===== src/hw/rtl/rim_pkg.sv =====
// ----------------------------------------------------------------------------
// Rollback interval merge package
// Shared widths, defaults and the types passed between the cell chain and
// the merge unit.
// ----------------------------------------------------------------------------
`default_nettype none

package rim_pkg;

   localparam int SEQ_W           = 64;
   localparam int TXN_W           = 64;
   localparam int MAX_RANGES_DEF  = 64;

   // One stored range of the sorted chain.
   typedef struct packed {
      logic             valid;
      logic [SEQ_W-1:0] seq_start;
      logic [SEQ_W-1:0] seq_end;
   } entry_type;

   // Per-cycle command that every cell of the chain receives.
   typedef struct packed {
      logic ins;   // insert the incoming range in sorted place
      logic pop;   // shift the chain one cell toward the head
   } cell_ctl_type;

   // Batch close information handed to the merge unit.
   typedef struct packed {
      logic             go;
      logic [TXN_W-1:0] txn_id;
      logic             overflow;
   } batch_type;

endpackage : rim_pkg

`default_nettype wire


===== src/hw/rtl/rim_cell.sv =====
// ----------------------------------------------------------------------------
// Rollback interval merge cell
// Holds one range of the sorted chain; takes the new range, the left
// neighbor's range on insert, or the right neighbor's range on drain.
// ----------------------------------------------------------------------------
`default_nettype none

module rim_cell (
   input  wire logic                  clock,
   input  wire logic                  reset,
   input  wire rim_pkg::cell_ctl_type ctl,
   input  wire rim_pkg::entry_type    new_range,
   input  wire rim_pkg::entry_type    left_entry,
   input  wire rim_pkg::entry_type    right_entry,
   input  wire logic                  prev_after,
   output logic                       after,
   output rim_pkg::entry_type         entry
);

   logic                      valid_ff;
   logic [rim_pkg::SEQ_W-1:0] start_ff;
   logic [rim_pkg::SEQ_W-1:0] end_ff;
   rim_pkg::entry_type        entry_in;

   assign entry = '{valid: valid_ff, seq_start: start_ff, seq_end: end_ff};

   // An empty cell sorts after everything, so the valid cells stay a prefix.
   always_comb begin
      after = !valid_ff ||
              (start_ff > new_range.seq_start) ||
              ((start_ff == new_range.seq_start) && (end_ff > new_range.seq_end));
   end

   always_comb begin
      entry_in = entry;
      if (ctl.pop) begin
         entry_in = right_entry;
      end else if (ctl.ins && after) begin
         entry_in = prev_after ? left_entry : new_range;
      end
   end

   always_ff @(posedge clock) begin
      if (reset) begin
         valid_ff <= 1'b0;
      end else begin
         valid_ff <= entry_in.valid;
      end
   end

   always_ff @(posedge clock) begin
      start_ff <= entry_in.seq_start;
      end_ff   <= entry_in.seq_end;
   end

endmodule : rim_cell

`default_nettype wire


===== config.mk =====
export PLATFORM = sky130hd
export DESIGN_NAME = rim_cell
export DESIGN_NICKNAME = d
export VERILOG_FILES = /design/src/hw/rtl/rim_pkg.sv /design/src/hw/rtl/rim_cell.sv
export SDC_FILE = /design/constraint.sdc
export NUM_CORES = 1
export LEC_CHECK = 0
export ABC_AREA = 0
export BUFFER_PORTS_ARGS = -buffer_cell sky130_fd_sc_hd__buf_2
export CAP_MARGIN = 0
export CORE_AREA = 2 2 205 207
export DETAILED_ROUTE_END_ITERATION = 7
export DIE_AREA = 0 0 207 209
export GPL_ROUTABILITY_DRIVEN = 0
export SLEW_MARGIN = 20
export SYNTH_ARGS = -nofsm -noshare
export SYNTH_HDL_FRONTEND = slang
export SYNTH_SLANG_ARGS = --single-unit

===== constraint.sdc =====
create_clock -name clock -period 7.4 [get_ports clock]
set_input_delay 0.74 -clock clock [delete_from_list [all_inputs] [get_ports clock]]
set_output_delay 0.74 -clock clock [all_outputs]
set_load 0.05 [all_outputs]

==> impl_results.md <==
- Clk Latency, worst-skew pair: 0.43 ns
- Num CTS Buffers: 17
- Vias in the first global route: 9,733
- Syn_nets: 1,551
- WP data required: 6.66 ns
- WL/cell: 16.92 um
- First-pass GRT wire length: 53,910 um
- Reg clk slew, reported paths: 0.06 ns
- Met1 global-route usage: 17.72%
- Worst Reg-to-Reg Cells: 10
- Hold buffer count at cts: 0
- Final worst-path cycle share: 57.09%
- FF-to-FF setup slack: 3.53 ns
- TritonRoute pass-1 iters: 4
- Longest Clk Path Bufs: 2
- Non-filler cells, final: 2,088
- Worst setup EP type: primary output
- Total gr overflow: 0
- Unrepaired setup endpoints after global routing: no
- Post-synth EDFFs: 128
- Final ANT Viol Nets: 0
- Initial antenna violation count: 7
- Post-synthesis cell area: 0.009754 mm^2
- Drt initial violations: 302
- Leak: 7.033 nW
- Post-CTS Repair Setup Buffers: 0
- Reg2reg end: valid_ff
- Hold Path Origin: right_entry[57]
- DP HPWL: 29,290 um
- Number of remaining DRC errors: 0
- GR peak layer: met2
- Arr. time, crit path: 3.48 ns
- CP Max Fanout: 3
- Syn Inst Count: 1,031
- Root Buffer: clkbuf_16
- Maximum vdd drop: 0.1258 mV
- CTS tree: yes
- Yosys top cell area share: 39.40%
- Largest net degree at the start of global routing: 112
- # nets final: 2,052
- Synthesized flop and latch total: 129
- Slew Viols, Final: 0
- Port Buf Inserts: 521
- R2r startpoint: start_ff[38]
- Std-Cell Rows: 75
- Routed WL: 35,320 um
- Unique masters post-synth: 40
- GRT Resource Usage Total: 16.16%
- Slew headroom: 37.66%
- Post-CTS sizing: 0
- Fill cell count: 4,306
- F_max: 236.7 MHz
- Die span in y: 209 um
- Multi-input gate area: 0.005213 mm^2
- Status: complete, no violations
- HP Class: in -> reg
- Met3 GRT Util: 4.779%
- Synth top area cells: edfxtp_1 (39%), ha_1 (16%), mux2i_1 (13%)
- Syn_area_per_cell: 9.461 um^2
- Startpoint Class: primary input
- Area leader, netlist: edfxtp_1
- Setup total negative slack: 0 ns
- Layout area overhead: 38.53%
- H-tree depth: 4
- Worst slew pin tran: 0.9350 ns
- Seq/Total Area, Yosys: 39.61%
- DR vias: 9,360
- PwrDens: 209.3 mW/mm^2
- Setup-failing EPs final: 0
- Ys Warns: 0
- Die width: 207 um
- Initial Util: 23.62%
- Max-cap violations: 0
- Via density: 4.483
- Tmin final: 4.225 ns
- Async SR Flop Fraction: 0%
- Worst Setup SP: new_range[102]
- Core area: 0.04129 mm^2
- Crit path kind: in -> out
- Met2 Use GR: 29.67%
- FF/Latch Area: 0.003864 mm^2
- Primary FF master, synth: edfxtp_1
- Final hold violations: 0
- Final Skew: 0.01447 ns
- CP endpoint: after
- Placed insts: 2,052
- Share of cells above drive strength 1: 35.92%
- CTS sink cnt: 129
- # IOs: 522
- Die ar.: 0.04326 mm^2
[worst max-delay path, cell delays in order]
cell and delay [ns]:
buf_2 0.09, inv_1 0.04, ha_1 0.30, nand4_1 0.16, nor4_1 0.65, nand4_1 0.32
nor2_1 0.28, nor2b_1 0.08, a31oi_1 0.19, a21o_1 0.29, buf_2 0.32
[cells in the final DEF (no fill, tap or decap), types with 2 or more instances in the layout]
| cell type | instances |
|---|---|
| and4_1 | 4 |
| a31oi_1 | 3 |
| buf_4 | 6 |
| mux2i_1 | 129 |
| a211oi_1 | 2 |
| clkbuf_1 | 3 |
| a21oi_1 | 49 |
| a2111oi_0 | 2 |
| nand2b_1 | 2 |
| a21boi_0 | 4 |
| inv_1 | 135 |
| o31ai_1 | 2 |
| o21ai_1 | 5 |
| a21o_1 | 13 |
| a221oi_1 | 4 |
| nand4_1 | 27 |
| nor2_1 | 16 |
| ha_1 | 128 |
| nor3_1 | 3 |
| clkbuf_16 | 17 |
| diode_2 | 4 |
| clkinv_1 | 4 |
| edfxtp_1 | 128 |
| nor4_1 | 6 |
| buf_2 | 519 |
| o221ai_1 | 2 |
| nor2b_1 | 4 |
| o21ai_0 | 137 |
| bufinv_16 | 3 |
| nand3_1 | 13 |
| clkinvlp_4 | 3 |
| nand2_1 | 155 |
[through the flow]
stage / util (%) / hold WS, ns / cell area, um^2 / setup WS (ns) / power (mW)
after floorplan: - / 0.6283 / 9754 / 1.282 / 1.650
after global placement: 31.30 / 0.9495 / 12920 / 2.968 / 1.983
after detailed placement: 31.30 / 0.9662 / 12920 / 2.864 / 2.003
after CTS: 32.70 / 0.5358 / 13500 / 2.977 / 2.886
after global routing: 32.72 / 0.5636 / 13510 / 2.891 / 2.993
final: 32.73 / 0.5840 / 13510 / 3.175 / 2.829
[kinds of logic after synthesis]
| kind of cell | Yosys count | synth area share, % |
|---|---|---|
| AND/OR/NAND/NOR | 232 | 10.42 |
| AO/OA/AOI/OAI | 232 | 13.20 |
| multiplexers | 130 | 13.39 |
| buffers and inverters | 180 | 6.965 |
| adder cells (fa/ha/maj) | 128 | 16.42 |
| flip-flops | 129 | 39.61 |
[metal layers]
metal  share of wire [%]  vias up  wire (um)
met1                  40     4267      14190
met3                 6.5       31       2311
met5                0.10        -         37
li1                    -     4701          -
met2                  51      355      18110
met4                 1.9        6        674
[worst min path at each step]
stage                             to  slack, ns  depth (start not counted)
final                     end_ff[57]       0.58                          3
after global routing      end_ff[22]       0.56                          3
after CTS                 end_ff[57]       0.54                          3
after detailed placement    valid_ff       0.97                          2
after global placement      valid_ff       0.95                          2
after floorplan             valid_ff       0.63                          2
[flip-flops by register name, summed over array words and instances (netlist names)]
register / flops
valid_ff: 1
start_ff: 64
end_ff: 64
[power breakdown]
| group | total, mW | internal (mW) | switching, mW |
|---|---|---|---|
| combinational | 0.982 | 0.306 | 0.676 |
| sequential | 0.990 | 0.929 | 0.0612 |
| clock | 0.856 | 0.524 | 0.332 |
[area by class of cell]
cell class	instances	share of cell area, %
well taps	539	4.991
clock buffers	20	3.231
multi-input cells	722	38.57
clock inverters	12	1.046
flip-flops and latches	129	28.59
diodes	4	0.07407
repair buffers	527	19.74
inverters	135	3.750
[cell usage after synthesis (2+ instances only)]
master       n
a2111oi_0    2
a211oi_1     2
a21boi_0     4
a21o_1      13
a21oi_1     49
a221oi_1     4
a31oi_1      3
and4_1       4
buf_1       13
clkbuf_1    31
edfxtp_1   128
ha_1       128
inv_1      135
mux2i_1    129
nand2_1    155
nand2b_1     2
nand3_1     13
nand4_1     27
nor2_1      16
nor2b_1      4
nor3_1       3
nor4_1       6
o21ai_0    137
o21ai_1      5
o221ai_1     2
o31ai_1      2
(Power assumes the default switching activity.)
