==> src/hw/rtl/rim_pkg.sv <==
// ----------------------------------------------------------------------------
// Rollback interval merge package
// Shared widths, defaults and the types passed between the cell chain and
// the merge unit.
// ----------------------------------------------------------------------------
`default_nettype none

package rim_pkg;

   localparam int SEQ_W           = 64;
   localparam int TXN_W           = 64;
   localparam int MAX_RANGES_DEF  = 64;

   // One stored range of the sorted chain.
   typedef struct packed {
      logic             valid;
      logic [SEQ_W-1:0] seq_start;
      logic [SEQ_W-1:0] seq_end;
   } entry_type;

   // Per-cycle command that every cell of the chain receives.
   typedef struct packed {
      logic ins;   // insert the incoming range in sorted place
      logic pop;   // shift the chain one cell toward the head
   } cell_ctl_type;

   // Batch close information handed to the merge unit.
   typedef struct packed {
      logic             go;
      logic [TXN_W-1:0] txn_id;
      logic             overflow;
   } batch_type;

endpackage : rim_pkg

`default_nettype wire

==> src/hw/rtl/rim_merge.sv <==
// ----------------------------------------------------------------------------
// Rollback interval merge unit
// Drains the sorted chain from its head, one range per cycle unless the result
// port stalls, folds overlapping ranges and drives the registered result port.
// ----------------------------------------------------------------------------
`default_nettype none

module rim_merge (
   input  wire logic                      clock,
   input  wire logic                      reset,
   input  wire rim_pkg::batch_type        batch,
   input  wire rim_pkg::entry_type        head,
   output logic                           pop,
   output logic                           busy,
   output logic                           rsp_valid,
   input  wire logic                      rsp_stall,
   output logic [rim_pkg::TXN_W-1:0]      rsp_out_txn_id,
   output logic [rim_pkg::SEQ_W-1:0]      rsp_merged_start,
   output logic [rim_pkg::SEQ_W-1:0]      rsp_merged_end,
   output logic                           rsp_run_last,
   output logic                           rsp_set_empty,
   output logic                           rsp_capacity_overflow
);

   typedef enum logic [1:0] {
      ST_IDLE  = 2'b01,
      ST_DRAIN = 2'b10
   } state_type;

   state_type                 state_ff, state_in;
   logic                      cur_valid_ff, cur_valid_in;
   logic [rim_pkg::SEQ_W-1:0] cur_start_ff, cur_start_in;
   logic [rim_pkg::SEQ_W-1:0] cur_end_ff, cur_end_in;
   logic [rim_pkg::TXN_W-1:0] txn_ff, txn_in;
   logic                      ovf_ff, ovf_in;

   logic                      out_valid_ff, out_valid_in;
   logic [rim_pkg::SEQ_W-1:0] out_start_ff, out_start_in;
   logic [rim_pkg::SEQ_W-1:0] out_end_ff, out_end_in;
   logic [rim_pkg::TXN_W-1:0] out_txn_ff, out_txn_in;
   logic                      out_last_ff, out_last_in;
   logic                      out_empty_ff, out_empty_in;
   logic                      out_ovf_ff, out_ovf_in;

   logic                      out_free;
   logic                      overlap;
   logic                      emit;

   assign out_free = !out_valid_ff || !rsp_stall;
   assign overlap  = cur_valid_ff && (head.seq_start <= cur_end_ff);
   assign busy     = (state_ff == ST_DRAIN);

   always_comb begin
      state_in     = state_ff;
      cur_valid_in = cur_valid_ff;
      cur_start_in = cur_start_ff;
      cur_end_in   = cur_end_ff;
      txn_in       = txn_ff;
      ovf_in       = ovf_ff;
      pop          = 1'b0;
      emit         = 1'b0;
      out_start_in = out_start_ff;
      out_end_in   = out_end_ff;
      out_txn_in   = out_txn_ff;
      out_last_in  = out_last_ff;
      out_empty_in = out_empty_ff;
      out_ovf_in   = out_ovf_ff;

      unique case (state_ff)
         ST_IDLE: begin
            if (batch.go) begin
               state_in     = ST_DRAIN;
               cur_valid_in = 1'b0;
               txn_in       = batch.txn_id;
               ovf_in       = batch.overflow;
            end
         end
         ST_DRAIN: begin
            if (head.valid) begin
               if (!cur_valid_ff) begin
                  pop          = 1'b1;
                  cur_valid_in = 1'b1;
                  cur_start_in = head.seq_start;
                  cur_end_in   = head.seq_end;
               end else if (overlap) begin
                  pop = 1'b1;
                  if (head.seq_end > cur_end_ff) begin
                     cur_end_in = head.seq_end;
                  end
               end else if (out_free) begin
                  // A gap closes the running range.
                  pop          = 1'b1;
                  emit         = 1'b1;
                  out_start_in = cur_start_ff;
                  out_end_in   = cur_end_ff;
                  out_last_in  = 1'b0;
                  out_empty_in = 1'b0;
                  cur_start_in = head.seq_start;
                  cur_end_in   = head.seq_end;
               end
            end else if (out_free) begin
               emit         = 1'b1;
               out_start_in = cur_valid_ff ? cur_start_ff : '0;
               out_end_in   = cur_valid_ff ? cur_end_ff : '0;
               out_last_in  = 1'b1;
               out_empty_in = !cur_valid_ff;
               cur_valid_in = 1'b0;
               state_in     = ST_IDLE;
            end
            if (emit) begin
               out_txn_in = txn_ff;
               out_ovf_in = ovf_ff;
            end
         end
         default: begin
            state_in = ST_IDLE;
         end
      endcase

      out_valid_in = emit || (out_valid_ff && rsp_stall);
   end

   always_ff @(posedge clock) begin
      if (reset) begin
         state_ff     <= ST_IDLE;
         cur_valid_ff <= 1'b0;
         out_valid_ff <= 1'b0;
      end else begin
         state_ff     <= state_in;
         cur_valid_ff <= cur_valid_in;
         out_valid_ff <= out_valid_in;
      end
   end

   always_ff @(posedge clock) begin
      cur_start_ff <= cur_start_in;
      cur_end_ff   <= cur_end_in;
      txn_ff       <= txn_in;
      ovf_ff       <= ovf_in;
      out_start_ff <= out_start_in;
      out_end_ff   <= out_end_in;
      out_txn_ff   <= out_txn_in;
      out_last_ff  <= out_last_in;
      out_empty_ff <= out_empty_in;
      out_ovf_ff   <= out_ovf_in;
   end

   assign rsp_valid             = out_valid_ff;
   assign rsp_out_txn_id        = out_txn_ff;
   assign rsp_merged_start      = out_start_ff;
   assign rsp_merged_end        = out_end_ff;
   assign rsp_run_last          = out_last_ff;
   assign rsp_set_empty         = out_empty_ff;
   assign rsp_capacity_overflow = out_ovf_ff;

endmodule : rim_merge

`default_nettype wire
==> config.mk <==
export PLATFORM = sky130hd
export DESIGN_NAME = rim_merge
export DESIGN_NICKNAME = d
export VERILOG_FILES = /design/src/hw/rtl/rim_pkg.sv /design/src/hw/rtl/rim_merge.sv
export SDC_FILE = /design/constraint.sdc
export NUM_CORES = 1
export LEC_CHECK = 0
export ABC_AREA = 1
export BUFFER_PORTS_ARGS = -buffer_cell sky130_fd_sc_hd__buf_4
export CAP_MARGIN = 20
export CORE_MARGIN = 10
export CORE_UTILIZATION = 50
export CTS_CLUSTER_DIAMETER = 50
export DETAILED_ROUTE_END_ITERATION = 6
export PLACE_DENSITY = 0.76
export SLEW_MARGIN = 20
export SYNTH_ARGS = -nofsm -noshare
export SYNTH_HDL_FRONTEND = slang
export SYNTH_SLANG_ARGS = --single-unit
==> constraint.sdc <==
create_clock -name clock -period 6 [get_ports clock]
set_input_delay 0.6 -clock clock [delete_from_list [all_inputs] [get_ports clock]]
set_output_delay 0.6 -clock clock [all_outputs]
set_load 0.05 [all_outputs]
==> results.md, run 1 <==
- Async SR Flop Fraction: 0%
- Met1 Use GR: 24.3%
- HP Start: head[112]
- R2R cell count: 14
- Pre-Repair DR Iteration Count: 4
- Layout cells sized above 1: 31.6%
- Top cell by count, worst path: nand2_1
- EDFF count, synth: slightly below 400
- Reg2reg setup slack: 2.46 ns
- Mux cell area share after synthesis: 0%
- Slew HR: 28.5%
- Worst Hold Class: input port to flip-flop
- Most common cell in the netlist: edfxtp_1
- Worst EP arrival: between 3 and 4 ns
- Pleak: 9.06 nW
- Post-Syn Area: 15900 um^2
- Post CTS Setup Buffer Count: 0
- Worst-path clk slew: 0.07 ns
- Via count: 10072
- DR iter-0 viols: 557
- Die Y-Extent: 198 um
- Commonest cells in the synthesized netlist: 388 x edfxtp_1, 167 x inv_1, 155 x nor2_1, 130 x ha_1, 125 x nand2_1
- Fmax: 283 MHz
- Port bufs: 395
- Mapped Cells: about 1100
- Clk_skew: 0.0232 ns
- GRT Resource Usage Total: between 20% and 30%
- Maxcap violations: 0
- CTS Sinks: ~400
- Synth Net Count: 1460
- Post-CTS sizing: 0
- Initial antenna violation count: 4
- Wire length per cell: 20.7 um
- Die footprint: 39400 um^2
- Critical path class: flip-flop to flip-flop
- Crit-path max FO: 80
- Synth top area cells: edfxtp_1 73%, ha_1 10%, inv_1 3.9%
- FF+latch count, synth: 392
- IO Count: between 300 and 400
- Final HPWL DP: 31500 um
- GRT Max-Usage Layer: met2
- Final Cycle Share: 59.0%
- Worst Setup Slack, final: roughly 2.5 ns
- Hold Buf Count CTS: 0
- CTS Buf Count: 43
- Outcome: complete, no violations
- Largest net degree at the start of global routing: 81
- Chip Width: 198 um
- Setup TNS: 0 ns
- RR Startpoint: cur_end_ff[55]$_DFFE_PP_
- Final GP Congestion: 0.872
- Post-Synth XOR/XNOR Area: 0%
- TritonCTS clock tree: yes
- First-pass GRT wire length: between 60000 and 70000 um
- GRT met3 Usage: ~6.1%
- Unrepaired setup endpoints after global routing: no
- Worst skew pair latency: 0.53 ns
- Core Area: ~31000 um^2
- Simple-Gate Fraction of Synth Area: under 10%
- Compound-Gate Fraction of Synth Area: between 3 and 4%
- GRT met2 Usage: 34.5%
- Cell Pwr Density: about 340 nW/um^2
- Hold path depth: 1
- Grt total ovfl: 0
- Syn-to-layout area delta: 31.6%
- Final WL: 41500 um
- H-tree levels: 2
- Fin crit period: 3.54 ns
- DRC viols: 0
- Root Driver: clkbuf_16
- Number of global-route vias before repair: 10523
- Clk buf depth: 3
- Post-synthesis adder-cell area fraction: about a tenth
- Final Max Slew Viols: 0
- Hold Violations, Final: 0
- Setup crit start: cur_end_ff[55]$_DFFE_PP_
- Synth top area share: 73.2%
- Worst path max stage delay: between 0.7 and 0.8 ns
- Post-synth top flop: edfxtp_1
- Synthesized area per cell: 14.1 um^2
- Starting Density: 50.5%
- # rows: between 60 and 70
- CP startpoint kind: flip-flop
- Antenna viol nets, final: 0
- Slowest CP cell: inv_4
- Vias per Instance: 5.02
- Worst EP required: 6.19 ns
- # setup viols final: 0
- Ys Warns: 0
- Nets: between 1500 and 2000
- Crit-path cells: inv_1, ha_1, nand2_1, nor2_2, nand3_1, nor2_2, nand4_1, o21bai_1, nand2_1, nand3_1, nand2_1, nand2_2, inv_4, buf_4
- Crit end category: flip-flop
- Hold WS: 0.254 ns
- VDD IR max: ~230 uV
- Biggest area consumer among synthesized cells: edfxtp_1
- Yosys cell types: 30
- Largest family of logic cells by synthesized area: adder cells
- Slew @ Worst Pin: 1.07 ns
- Place WS: 2.11 ns
- Sequential area share after synthesis: 73.7%
==> registers in the layout, summed over array words and instances, names as in the netlist <==
register and count:
rsp_out_txn_id 64, rsp_valid 1, state_ff 2, rsp_merged_end 64
cur_start_ff 64, ovf_ff 1, txn_ff 64, rsp_capacity_overflow 1
cur_valid_ff 1, rsp_run_last 1, rsp_merged_start 64, rsp_set_empty 1
cur_end_ff 64
==> logic make-up after synthesis <==
logic type	count (synthesis)
compound gates	93
fa+ha+maj	130
buf+inv	191
flops	392
simple gates	326
==> path summary, 6_finish.rpt <==
path,to
max,rsp_merged_end[43]$_DFFE_PP_
min,cur_start_ff[48]$_DFFE_PP_
max reg2reg,rsp_merged_end[43]$_DFFE_PP_
min reg2reg,rsp_out_txn_id[21]$_DFFE_PP_
==> power by group <==
group          internal [mW]  switching (mW)
Combinational          0.285           0.641
Sequential              3.30          0.0662
Clock                   1.68            1.07
Total                   5.27            1.78
==> layout by cell type, fill, tap and decap left out, types with 3 or more instances in the layout <==
| cell type | synthesis | layout |
|---|---|---|
| buf_4 | 0 | 405 |
| edfxtp_1 | 388 | 388 |
| inv_1 | 167 | 164 |
| nor2_1 | 155 | 152 |
| ha_1 | 130 | 130 |
| nand2_1 | 125 | 125 |
| a21oi_1 | 60 | 60 |
| clkbuf_16 | 0 | 45 |
| o21ai_0 | 19 | 19 |
| nand4_1 | 14 | 14 |
| inv_2 | 9 | 11 |
| nand3_1 | 10 | 10 |
| clkinv_1 | 1 | 7 |
| bufinv_16 | 0 | 7 |
| nand2_2 | 6 | 6 |
| nor2_2 | 6 | 6 |
| clkinv_2 | 0 | 6 |
| nor2_4 | 1 | 4 |
| a21o_1 | 4 | 4 |
| nor3_1 | 4 | 4 |
| dfxtp_1 | 4 | 4 |
| diode_2 | 0 | 3 |
| clkinvlp_4 | 0 | 3 |
| inv_8 | 0 | 3 |
| clkinv_4 | 0 | 3 |
==> cell type report <==
cell class	count	area (um^2)
inverters	177	667
well taps	402	503
repair buffers	405	3040
diodes	3	7.51
fillers	2231	10500
flip-flops and latches	392	11700
clock buffers	47	1130
clock inverters	30	370
multi-input cells	549	3480
==> per-layer routing <==
layer,share of wire (%),vias to the layer above
li1,-,4803
met4,2.5,2
met5,0.031,-
met3,9.3,63
met2,49,418
met1,39,4786
==> stage by stage <==
stage,total power [mW],instances,util (%),cell area (um^2)
3_5_place_dp,4.35,1925,61.7,19400
6_report,7.04,2005,66.5,20900
5_1_grt,7.31,2005,66.5,20900
3_3_place_gp,4.32,1925,61.7,19400
4_1_cts,7.11,2002,66.5,20900
2_1_floorplan,3.97,1132,-,15900
==> worst max-delay path: cells and delay by family, from the launching register on <==
family | cells | cell delay [ns]
AO/OA/AOI/OAI | 1 | 0.21
adder cells (fa/ha/maj) | 1 | 0.32
buffers and inverters | 3 | 1.32
flip-flops | 1 | 0.32
AND/OR/NAND/NOR | 9 | 1.00
Note: power is estimated with default switching activity, not from simulation.
==> run 2: changes to the inputs <==
- clock period: 6 -> 3.6 ns (I/O delays scaled with it)
==> results.md, run 2 (same netlist as run 1, synthesis figures left out) <==
- Starting Density: 50.5% (unchanged)
- Worst-path clk slew: 0.06 ns (about the same)
- Worst EP arrival: 2.77 ns (-0.96 ns)
- Outcome: complete, no violations
- Pre-Repair DR Iteration Count: 5 (+1)
- Largest net degree at the start of global routing: 75 (-7.4%)
- Most common cell after layout, fill and taps aside: buf_4
- Place WS: 0.642 ns (-1.47 ns)
- R2R cell count: 14 (unchanged)
- TritonCTS clock tree: yes
- Number of global-route vias before repair: 10692 (+1.6%)
- Chip Width: 198 um (unchanged)
- DR iter-0 viols: 701 (+26%)
- Initial antenna violation count: 6 (+2)
- Port bufs: 395 (unchanged)
- Fmax: 320 MHz
- # rows: 65 (unchanged)
- Crit-path max FO: 3 (-96%)
- Worst skew pair latency: 0.53 ns (about the same)
- Unrepaired setup endpoints after global routing: no
- Post-CTS sizing: 0 (unchanged)
- Grt total ovfl: 0 (unchanged)
- # setup viols final: 0 (unchanged)
- Maxcap violations: 0 (unchanged)
- Finished Core Util: 68.7% (+2.2 points)
- Wire length per cell: 20.6 um (-0.16%)
- Post-place instance area: 19600 um^2 (+0.92%)
- Design area: 21600 um^2 (+3.3%)
- VDD IR max: 420 uV (+79%)
- Final Max Slew Viols: 0 (unchanged)
- Clk buf depth: 3 (unchanged)
- CTS Sinks: 392 (unchanged)
- IO Count: 396 (unchanged)
- Layout cells sized above 1: 31.1% (-0.50 points)
- Critical path class: input port to output port
- Worst Setup Slack, final: 0.472 ns (-1.99 ns)
- Cell Pwr Density: 535 nW/um^2 (+59%)
- Nets: 1958 (+3.3%)
- Pleak: 9.24 nW (+2.0%)
- Setup TNS: 0 ns (unchanged)
- Final GP Congestion: 0.888 (+1.8%)
- Via count: 10313 (+2.4%)
- Total Power: 11.6 mW (+64%)
- Slew HR: 37.4% (+8.9 points)
- Final Cycle Share: about 87%
- Core Area: 31500 um^2 (unchanged)
- Crit end category: output port
- Clk_skew: 0.0218 ns (-0.00141 ns)
- Vias per Instance: 4.98 (-0.82%)
- Root Driver: clkbuf_16
- Worst EP required: 3.24 ns (-2.95 ns)
- Most frequent cells in the layout: 399 x buf_4, 388 x edfxtp_1, 152 x inv_1, 152 x nor2_1, 124 x nand2_1
- Final WL: 42700 um (+3.1%)
- Hold path depth: 1 (unchanged)
- Die footprint: 39400 um^2 (unchanged)
- DRC viols: 0 (unchanged)
- Antenna viol nets, final: 0 (unchanged)
- Die Y-Extent: 198 um (unchanged)
- Final HPWL DP: 31200 um (-0.91%)
- CP startpoint kind: input port
- CTS Buf Count: 44 (+2.3%)
- H-tree levels: 2 (unchanged)
- First-pass GRT wire length: 62600 um (+2.6%)
- Fin crit period: 3.13 ns
- Hold Violations, Final: 0 (unchanged)
- Slew @ Worst Pin: 0.936 ns (-0.136 ns)
- Worst Hold Class: input port to flip-flop
- Syn-to-layout area delta: 35.9%
- GRT Resource Usage Total: 20.9% (+0.65 points)
## run 2: changes by cell type in the layout (fill, tap and decap cells not counted), moves of 4 or more
cell,change
buf_12,+6
buf_4,-6
clkbuf_1,+6
clkinv_1,+4
clkinv_2,-4
diode_2,+4
dlygate4sd3_1,+61
ha_1,-8
ha_4,+8
inv_1,-12
inv_2,+12
## run 2: final timing paths
kind	start	endpoint	slack [ns]
worst min register to register	txn_ff[42]$_DFFE_PP_	rsp_out_txn_id[42]$_DFFE_PP_	0.41
worst min-delay path	batch[14]	txn_ff[13]$_DFFE_PP_	0.02
worst max-delay path	head[113]	pop	0.47
worst max register to register	cur_end_ff[54]$_DFFE_PP_	rsp_merged_end[62]$_DFFE_PP_	0.76
## run 2: per-stage QoR
step / std cells / hold WS (ns)
final: 2070 / 0.0167
after global routing: 2068 / -0.00208
after CTS: 2057 / 0.000295
after detailed placement: 1925 / 0.405
after global placement: 1925 / 0.401
after floorplan: 1132 / 0.400
## run 2: what timing repair did
action / CTS / global route
endpoints found under the setup margin: 0 / 0
hold buffers: 55 / 6
buffers inserted: 0 / 0
hold endpoints to repair: 56 / 6
## run 2: area by class of cell
class,count,area (um^2)
well taps,402,503
flip-flops and latches,392,11700
diodes,7,17.5
clock inverters,24,231
clock buffers,53,1160
inverters,177,668
multi-input cells,549,3580
fillers,2124,9860
repair buffers,466,3730
## run 2: power breakdown
part | switching (mW) | internal [mW] | leakage [nW]
sequential | 0.117 | 5.49 | 3.58
clock | 1.73 | 2.57 | 0.658
combinational | 1.10 | 0.543 | 5.00
total | 2.95 | 8.61 | 9.24
## run 2: worst max-delay path, stage by stage
cell and delay [ns]:
dlygate4sd3_1 0.55, buf_4 0.14, ha_1 0.31, inv_1 0.05, nor2_1 0.14, nand3_1 0.14, nor2_2 0.14, nand4_1 0.08
o21bai_1 0.16, nand2_1 0.09, nand2_1 0.06, nand2_1 0.11, nand2_1 0.06, nand2_1 0.12, inv_1 0.06, buf_4 0.19
## run 2: per-layer routing
layer	wire, um	share of wire (%)	up-vias	track usage, %
met5	13	0.030	-	0
met4	1430	3.4	2	8.54
met3	3660	8.6	82	6.00
met2	20800	49	435	34.6
met1	16800	39	4856	25.4
li1	-	-	4938	-
